--- src/rtl/core/npta_pkg.sv ---
// Package for the node presence table: request and response payload types,
// operation and status codes, and the name normalization function.
// Depends on nothing; used by the top level and the checker.
package npta_pkg;

  localparam int NAME_W        = 64;
  localparam int NAME_CHARS    = 8;
  localparam int MAC_W         = 48;
  localparam int TIME_W        = 32;
  localparam int OP_W          = 3;
  localparam int STATUS_W      = 2;
  localparam int ENTRY_INDEX_W = 4;
  localparam int COUNT_W       = 5;

  localparam logic [TIME_W-1:0] TIMEOUT_RESET = 32'd30000;

  typedef enum logic [OP_W-1:0] {
    OP_SEEN       = 3'd0,
    OP_SET_TYPE   = 3'd1,
    OP_SWEEP      = 3'd2,
    OP_QUERY_TYPE = 3'd3,
    OP_LOOKUP     = 3'd4
  } op_e;

  localparam logic [STATUS_W-1:0] STATUS_OK        = 2'd0;
  localparam logic [STATUS_W-1:0] STATUS_FULL      = 2'd1;
  localparam logic [STATUS_W-1:0] STATUS_NOT_FOUND = 2'd2;

  typedef struct packed {
    logic [OP_W-1:0]   op;
    logic [NAME_W-1:0] node_key;
    logic [MAC_W-1:0]  mac_address;
    logic [NAME_W-1:0] type_name;
    logic [TIME_W-1:0] now_ms;
  } in_req_t;

  typedef struct packed {
    logic [STATUS_W-1:0]      status;
    logic                     hit;
    logic [ENTRY_INDEX_W-1:0] entry_index;
    logic                     entry_online;
    logic [MAC_W-1:0]         entry_mac;
    logic [NAME_W-1:0]        entry_type;
    logic [COUNT_W-1:0]       online_count;
    logic                     newly_online;
    logic [COUNT_W-1:0]       went_offline;
  } out_rsp_t;

  // A name ends at its first zero byte; later bytes and bytes past chars are cleared.
  function automatic logic [NAME_W-1:0] norm_name(logic [NAME_W-1:0] v, int chars);
    logic [NAME_W-1:0] r;
    logic              alive;
    r     = '0;
    alive = 1'b1;
    for (int i = 0; i < NAME_CHARS; i++) begin
      if (i >= chars || v[8*i +: 8] == 8'h00) begin
        alive = 1'b0;
      end
      if (alive) begin
        r[8*i +: 8] = v[8*i +: 8];
      end
    end
    return r;
  endfunction

endpackage

--- src/rtl/core/npta_ram.sv ---
// Generic single-write, single-read RAM with a registered read port.
// No dependencies; used for the entry stores of the node presence table.
module npta_ram #(
  parameter int WIDTH = 32,
  parameter int DEPTH = 16
) (
  input  logic                                   clk,
  input  logic                                   we,
  input  logic [((DEPTH > 1) ? $clog2(DEPTH) : 1)-1:0] waddr,
  input  logic [WIDTH-1:0]                       wdata,
  input  logic [((DEPTH > 1) ? $clog2(DEPTH) : 1)-1:0] raddr,
  output logic [WIDTH-1:0]                       rdata
);

  logic [WIDTH-1:0] mem [DEPTH];

  always_ff @(posedge clk) begin
    if (we) begin
      mem[waddr] <= wdata;
    end
    rdata <= mem[raddr];
  end

endmodule

--- src/rtl/core/node_presence_table_aging.sv ---
// Node presence table with aging timeout: top level with its sequencer.
// Depends on npta_pkg and npta_ram.
//
// Requests enter on in_valid/in_ready with an npta_pkg::in_req_t payload and
// one response leaves per request on out_valid/out_ready as npta_pkg::out_rsp_t.
// The timeout register is written with cfg_we/cfg_wdata in any cycle.
// A request is handled by one scan over the used entries: the entry stores are
// RAMs read one address per cycle through their registered read port, and one
// comparator stage checks key, type or age for the entry just read.
// A request's scan ends at the first key or type match, or else once every used
// entry has been read; an undefined operation skips the scan and goes straight
// to the final step. in_ready is high only while the sequencer is idle, so the
// next request is accepted only after the previous response is produced.
// The response sits in an output register; a stalled receiver holds it there
// while the next request is accepted and scanned, and the sequencer then waits
// in its final step until the register is free.
// Reset clears the entry count, the online marks and count, and loads the
// timeout with 30000 ms. The RAM contents need no clearing pass.
module node_presence_table_aging #(
  parameter int TABLE_ENTRIES = 16,
  parameter int KEY_CHARS     = 8
) (
  input  logic                            clk,
  input  logic                            rst,
  input  logic                            in_valid,
  output logic                            in_ready,
  input  npta_pkg::in_req_t               in_data,
  output logic                            out_valid,
  input  logic                            out_ready,
  output npta_pkg::out_rsp_t              out_data,
  input  logic                            cfg_we,
  input  logic [npta_pkg::TIME_W-1:0]     cfg_wdata
);

  localparam int IDX_W = (TABLE_ENTRIES > 1) ? $clog2(TABLE_ENTRIES) : 1;
  localparam int CNT_W = $clog2(TABLE_ENTRIES + 1);
  localparam logic [CNT_W-1:0] FULL_CNT = CNT_W'(TABLE_ENTRIES);

  typedef enum logic [2:0] {
    ST_IDLE   = 3'b001,
    ST_SCAN   = 3'b010,
    ST_FINISH = 3'b100
  } state_t;

  state_t                        state;
  logic [npta_pkg::TIME_W-1:0]   timeout_ms;
  logic [CNT_W-1:0]              used_entries;
  logic [CNT_W-1:0]              online_total;
  logic [TABLE_ENTRIES-1:0]      online_marks;

  npta_pkg::op_e                 req_op;
  logic [npta_pkg::NAME_W-1:0]   req_key;
  logic [npta_pkg::MAC_W-1:0]    req_mac;
  logic [npta_pkg::NAME_W-1:0]   req_type;
  logic [npta_pkg::TIME_W-1:0]   req_now;

  logic [CNT_W-1:0]              ptr;
  logic                          rd_pend;
  logic [IDX_W-1:0]              rd_idx;
  logic                          found;
  logic [IDX_W-1:0]              found_idx;
  logic [npta_pkg::MAC_W-1:0]    cap_mac;
  logic [npta_pkg::NAME_W-1:0]   cap_type;
  logic [CNT_W-1:0]              gone;

  logic [npta_pkg::NAME_W-1:0]   key_rdata;
  logic [npta_pkg::MAC_W-1:0]    mac_rdata;
  logic [npta_pkg::NAME_W-1:0]   type_rdata;
  logic [npta_pkg::TIME_W-1:0]   seen_rdata;

  logic                          scan_issue;
  logic                          key_match;
  logic                          type_match;
  logic                          aged;
  logic                          scan_hit;
  logic [npta_pkg::TIME_W-1:0]   elapsed;

  logic                          fin_go;
  logic [IDX_W-1:0]              wr_idx;
  logic                          key_we;
  logic                          mac_we;
  logic                          type_we;
  logic                          seen_we;
  logic [npta_pkg::NAME_W-1:0]   type_wdata;
  logic                          set_mark;
  logic [CNT_W-1:0]              total_next;
  logic [CNT_W-1:0]              used_next;
  npta_pkg::out_rsp_t            rsp;

  assign in_ready   = (state == ST_IDLE);
  assign scan_issue = (state == ST_SCAN) && (ptr < used_entries);
  assign elapsed    = req_now - seen_rdata;
  assign key_match  = rd_pend && (key_rdata == req_key);
  assign type_match = rd_pend && online_marks[rd_idx] && (type_rdata == req_type);
  assign aged       = rd_pend && online_marks[rd_idx] && (elapsed > timeout_ms);
  assign fin_go     = (state == ST_FINISH) && (!out_valid || out_ready);

  always_comb begin
    unique case (req_op)
      npta_pkg::OP_SEEN, npta_pkg::OP_SET_TYPE, npta_pkg::OP_LOOKUP: scan_hit = key_match;
      npta_pkg::OP_QUERY_TYPE: scan_hit = type_match;
      default: scan_hit = 1'b0;
    endcase
  end

  npta_ram #(.WIDTH(npta_pkg::NAME_W), .DEPTH(TABLE_ENTRIES)) u_key_ram (
    .clk   (clk),
    .we    (fin_go && key_we),
    .waddr (wr_idx),
    .wdata (req_key),
    .raddr (ptr[IDX_W-1:0]),
    .rdata (key_rdata)
  );

  npta_ram #(.WIDTH(npta_pkg::MAC_W), .DEPTH(TABLE_ENTRIES)) u_mac_ram (
    .clk   (clk),
    .we    (fin_go && mac_we),
    .waddr (wr_idx),
    .wdata (req_mac),
    .raddr (ptr[IDX_W-1:0]),
    .rdata (mac_rdata)
  );

  npta_ram #(.WIDTH(npta_pkg::NAME_W), .DEPTH(TABLE_ENTRIES)) u_type_ram (
    .clk   (clk),
    .we    (fin_go && type_we),
    .waddr (wr_idx),
    .wdata (type_wdata),
    .raddr (ptr[IDX_W-1:0]),
    .rdata (type_rdata)
  );

  npta_ram #(.WIDTH(npta_pkg::TIME_W), .DEPTH(TABLE_ENTRIES)) u_seen_ram (
    .clk   (clk),
    .we    (fin_go && seen_we),
    .waddr (wr_idx),
    .wdata (req_now),
    .raddr (ptr[IDX_W-1:0]),
    .rdata (seen_rdata)
  );

  always_comb begin
    rsp        = '0;
    wr_idx     = found_idx;
    key_we     = 1'b0;
    mac_we     = 1'b0;
    type_we    = 1'b0;
    seen_we    = 1'b0;
    type_wdata = req_type;
    set_mark   = 1'b0;
    total_next = online_total;
    used_next  = used_entries;
    unique case (req_op)
      npta_pkg::OP_SEEN: begin
        if (found) begin
          seen_we         = 1'b1;
          rsp.hit         = 1'b1;
          rsp.entry_mac   = cap_mac;
          rsp.entry_type  = cap_type;
        end else if (used_entries >= FULL_CNT) begin
          rsp.status = npta_pkg::STATUS_FULL;
        end else begin
          wr_idx        = used_entries[IDX_W-1:0];
          key_we        = 1'b1;
          mac_we        = 1'b1;
          type_we       = 1'b1;
          seen_we       = 1'b1;
          type_wdata    = '0;
          used_next     = used_entries + 1'b1;
          rsp.entry_mac = req_mac;
        end
        if (seen_we) begin
          rsp.entry_index  = npta_pkg::ENTRY_INDEX_W'(wr_idx);
          rsp.entry_online = 1'b1;
          if (!online_marks[wr_idx]) begin
            set_mark         = 1'b1;
            total_next       = online_total + 1'b1;
            rsp.newly_online = 1'b1;
          end
        end
      end
      npta_pkg::OP_SET_TYPE: begin
        if (found) begin
          type_we          = 1'b1;
          rsp.hit          = 1'b1;
          rsp.entry_index  = npta_pkg::ENTRY_INDEX_W'(found_idx);
          rsp.entry_online = online_marks[found_idx];
          rsp.entry_mac    = cap_mac;
          rsp.entry_type   = req_type;
        end else begin
          rsp.status = npta_pkg::STATUS_NOT_FOUND;
        end
      end
      npta_pkg::OP_SWEEP: begin
        total_next       = online_total - gone;
        rsp.went_offline = npta_pkg::COUNT_W'(gone);
      end
      npta_pkg::OP_QUERY_TYPE: begin
        rsp.hit = found;
      end
      npta_pkg::OP_LOOKUP: begin
        if (found) begin
          rsp.hit          = 1'b1;
          rsp.entry_index  = npta_pkg::ENTRY_INDEX_W'(found_idx);
          rsp.entry_online = online_marks[found_idx];
          rsp.entry_mac    = cap_mac;
          rsp.entry_type   = cap_type;
        end else begin
          rsp.status = npta_pkg::STATUS_NOT_FOUND;
        end
      end
      default: begin
      end
    endcase
    rsp.online_count = npta_pkg::COUNT_W'(total_next);
  end

  always_ff @(posedge clk) begin
    if (rst) begin
      state        <= ST_IDLE;
      timeout_ms   <= npta_pkg::TIMEOUT_RESET;
      used_entries <= '0;
      online_total <= '0;
      online_marks <= '0;
      out_valid    <= 1'b0;
      rd_pend      <= 1'b0;
    end else begin
      if (cfg_we) begin
        timeout_ms <= cfg_wdata;
      end
      if (out_valid && out_ready && !fin_go) begin
        out_valid <= 1'b0;
      end
      unique case (state)
        ST_IDLE: begin
          if (in_valid) begin
            req_op   <= npta_pkg::op_e'(in_data.op);
            req_key  <= npta_pkg::norm_name(in_data.node_key, KEY_CHARS);
            req_mac  <= in_data.mac_address;
            req_type <= npta_pkg::norm_name(in_data.type_name, npta_pkg::NAME_CHARS);
            req_now  <= in_data.now_ms;
            ptr      <= '0;
            rd_pend  <= 1'b0;
            found    <= 1'b0;
            gone     <= '0;
            if (in_data.op <= npta_pkg::OP_LOOKUP) begin
              state <= ST_SCAN;
            end else begin
              state <= ST_FINISH;
            end
          end
        end
        ST_SCAN: begin
          rd_pend <= scan_issue;
          rd_idx  <= ptr[IDX_W-1:0];
          if (scan_issue) begin
            ptr <= ptr + 1'b1;
          end
          if (aged && req_op == npta_pkg::OP_SWEEP) begin
            online_marks[rd_idx] <= 1'b0;
            gone                 <= gone + 1'b1;
          end
          if (scan_hit) begin
            found     <= 1'b1;
            found_idx <= rd_idx;
            cap_mac   <= mac_rdata;
            cap_type  <= type_rdata;
            state     <= ST_FINISH;
          end else if (!scan_issue) begin
            state <= ST_FINISH;
          end
        end
        ST_FINISH: begin
          if (fin_go) begin
            out_valid    <= 1'b1;
            out_data     <= rsp;
            used_entries <= used_next;
            online_total <= total_next;
            if (set_mark) begin
              online_marks[wr_idx] <= 1'b1;
            end
            state <= ST_IDLE;
          end
        end
        default: begin
          state <= ST_IDLE;
        end
      endcase
    end
  end

endmodule

--- config.mk ---
export PLATFORM = sky130hd
export DESIGN_NAME = node_presence_table_aging
export DESIGN_NICKNAME = d
export VERILOG_FILES = /design/src/rtl/core/npta_pkg.sv /design/src/rtl/core/npta_ram.sv /design/src/rtl/core/node_presence_table_aging.sv
export SDC_FILE = /design/constraint.sdc
export NUM_CORES = 2
export LEC_CHECK = 0
export BUFFER_PORTS_ARGS = -buffer_cell sky130_fd_sc_hd__buf_2
export CORE_ASPECT_RATIO = 0.8
export CORE_MARGIN = 2
export CORE_UTILIZATION = 50
export DETAILED_ROUTE_END_ITERATION = 10
export PLACE_DENSITY = 0.69
export SETUP_SLACK_MARGIN = 0.5
export SYNTH_ARGS = -nofsm -noshare
export SYNTH_HDL_FRONTEND = slang
export SYNTH_SLANG_ARGS = --single-unit
--- constraint.sdc ---
create_clock -name clk -period 11.85 [get_ports clk]
set_input_delay 2.37 -clock clk [delete_from_list [all_inputs] [get_ports clk]]
set_output_delay 2.37 -clock clk [all_outputs]
set_load 0.01 [all_outputs]
==> run metrics <==
status finished clean; Crit path largest cell delay 1.05 ns; worst hold endpoint cap_mac[6]$_DFFE_PP_; Yosys warning count 0; Fill cells 21820; Critical Path Sink Type flip-flop; FMAX 157.7 MHz; commonest non-fill, non-tap cell in the layout edfxtp_1; RSZ-0062 raised after global routing false; post-synthesis cell type count between 70 and 80; sequential-to-total area share from yosys stat 0.7785; DRC viols 0; CP Cell Sequence inv_1 -> ha_1 -> inv_1 -> fa_1 -> a21oi_1 -> o21ai_0 -> a211o_1 -> a41oi_1 -> o21ai_0 -> a21oi_1 -> o31ai_1 -> a21oi_1 -> xnor2_1 -> ha_1 -> and3_1 -> nand3_1 -> nor4_1 -> a32oi_1 -> a2111oi_1 -> o31ai_1; worst slew margin relative to its limit 0.1718; clock sink count 4072; Post-Syn Nets 7151; Max-Cap Viols 0; setup TNS 0 ns; R2R depth 20; slowest library cell on the worst path a2111oi_1; Lkg Pwr between 50 and 60 nW; ANT nets after route 0; Buf+Inv Stages, Crit Path 2; IO buf count 380; cells after synthesis roughly 7000; number of flops mapped to enable cells by yosys 3801; CP delay by family, top compound AO/OA/AOI/OAI gates; drt wl/cell 31.07 µm; H-tree depth 5; vias in the first global route ~74000; Mapped Area between 0.15 and 0.2 mm²; setup bufs post-CTS 0; most frequent cells in the layout 3801 x edfxtp_1, 1050 x mux4_2, 389 x clkbuf_16; layout cells sized above 1 0.2905; Required @ worst endpoint 12.59 ns; worst r2r src req_now[0]$_DFFE_PP_; crit path max fanout 17; Final Routed Wirelength 365200 µm; Worst Setup Start Kind flip-flop; Synth Register Bits 4072; area delta synth->final 13.19%; Worst EP arrival 7.08 ns; Clk Latency, worst-skew pair slightly above 0.9 ns; Hold Startpoint u_mac_ram.rdata[6]$_DFF_P_; NumNets Final 7718; final setup fails 0; CTS tree built; clock root buffer clkbuf_16; ys flop type edfxtp_1; r2r endpoint online_marks[13]$_SDFFE_PP0P_; Core ar. slightly above 0.3 mm²; First DRT Iteration DRCs 9314; asr flop ratio synth 0; CTS max path bufs 4; crit-path most repeated cell a21oi_1; Final Max Tran Viols 0; area leader, netlist edfxtp_1; total global-route track usage 0.2333; First-pass DRT Iterations 5; largest net degree at the start of global routing 157; top cell type's share of synthesized area 0.7432; total CTS buffers 384; GRT overflow 0; Cell Rows ~180; Final Hold Viols 0; Die Area between 0.3 and 0.4 mm²; Max Clock Skew 0.07281 ns; Reg clk slew, reported paths 0.07 ns; die width 623.6 µm; Die Height 499.7 µm; via count of the routed design 72750; vias per cell between 6 and 7; reg-to-reg slack, setup 5.51 ns; clock period minus worst slack 6.340 ns; main area contributors after synthesis edfxtp_1 74%, mux4_2 15%, dfxtp_1 3.5%; first-pass GRT wire length about 530000 µm; GPL Wtd Cong 0.8406; total power divided by cell area 179.5 mW/mm²; hold path cells 0; CTS Hold Bufs 0; fin crit share 0.5350; DPL Wire Length between 150000 and 200000 µm; Initial Util 0.5038; post-synthesis average cell area 22.50 µm²; post-CTS sizing 0; IO Pins 381; Total Power 31.20 mW; CP Class flip-flop to flip-flop; maximum vdd drop 0.1425 mV; initial antenna violation count 24; actual slew at the worst max-slew pin 1.242 ns; min-delay worst type flip-flop to flip-flop
flip-flops by register name, indices dropped and copies added, names as in the netlist, 64 cells and up:
register	cells
req_key	64
u_type_ram.rdata	64
u_key_ram.rdata	64
u_type_ram.mem	1024
u_key_ram.mem	1024
u_mac_ram.mem	768
req_type	64
u_seen_ram.mem	512
out_data	131
cap_type	64
cell families (layout without fill, tap and decap cells):
| logic type | after synthesis | in the layout | share of synthesized area |
|---|---|---|---|
| xor gates and xnor gates | 153 | 153 | 0.008725 |
| adders and majority gates | 77 | 77 | 0.006371 |
| muxes | 1079 | 1079 | 0.1559 |
| DFF | 4072 | 4072 | 0.7785 |
| and+or+nand+nor | 615 | 615 | 0.02117 |
| AOI/OAI and AO/OA | 369 | 369 | 0.01753 |
| buffers and inverters | 461 | 1355 | 0.01176 |
| other | 0 | 7 | 0 |
area by class of cell:
cell class,instances,area (µm²),area share
tap,4026,5037,0.02898
timing repair buffer,506,3126,0.01798
clock buffer,495,10460,0.06019
clock inverter,218,2467,0.01419
sequential,4072,119600,0.6878
antenna,7,17.52,0.0001008
multi-input combinational,2293,32640,0.1878
inverter,136,510.5,0.002937
per-stage QoR:
stage	util	cell area, µm²	std cells	hold WS [ns]	worst slack, ns
2_1_floorplan	-	153600	6826	0.3855	2.974
3_3_place_gp	0.5278	160900	11030	0.3894	5.706
3_5_place_dp	0.5278	160900	11030	0.3912	5.665
4_1_cts	0.5702	173800	11750	0.3992	5.653
5_1_grt	0.5702	173800	11750	0.4127	5.001
6_report	0.5703	173800	11750	0.3961	5.510
metal layers:
metal	wire length (µm)	share of wire	vias up	global-route usage
met2	177400	0.49	3545	0.3734
li1	-	-	29640	-
met1	149000	0.41	39000	0.3397
met4	9958	0.027	18	0.06371
met3	28730	0.079	549	0.03447
met5	117	0.00032	-	0
how the worst max path moves through the flow:
stage / start / endpoint / slack (ns) / cells after the start
after floorplan: rst / out_data[0]$_SDFFCE_PN0P_ / 2.97 / 3
after global placement: req_now[0]$_DFFE_PP_ / online_marks[12]$_SDFFE_PP0P_ / 5.71 / 20
after detailed placement: req_now[13]$_DFFE_PP_ / online_marks[15]$_SDFFE_PP0P_ / 5.67 / 15
after CTS: req_now[0]$_DFFE_PP_ / online_marks[15]$_SDFFE_PP0P_ / 5.65 / 20
after global routing: req_now[0]$_DFFE_PP_ / online_marks[13]$_SDFFE_PP0P_ / 5.00 / 20
final: req_now[0]$_DFFE_PP_ / online_marks[13]$_SDFFE_PP0P_ / 5.51 / 20
power breakdown:
group | leakage, nW | switching [mW] | internal [mW]
combinational | 12.6 | 1.21 | 0.967
clock | 6.29 | 5.30 | 7.27
sequential | 36.5 | 0.334 | 16.1
total | 55.4 | 6.84 | 24.4
Yosys cell counts (6+ instances only):
master	n
edfxtp_1	3801
mux4_2	1050
dfxtp_1	271
clkbuf_1	255
nor2_1	178
inv_1	134
and2_1	118
xor2_1	79
ha_1	75
xnor2_1	74
nor2b_1	70
a22oi_1	68
a22o_1	67
nand2_1	61
a21oi_1	57
buf_1	56
nor4_1	52
o21ai_0	33
nand4_1	29
a21o_1	28
mux2i_1	27
nand3_1	25
o31ai_1	23
nor3_1	19
or2_2	19
o211ai_1	15
and3_1	14
a31oi_1	12
nand2b_1	9
o22ai_1	8
a21boi_0	6
Note: power is estimated with default switching activity, not from simulation.
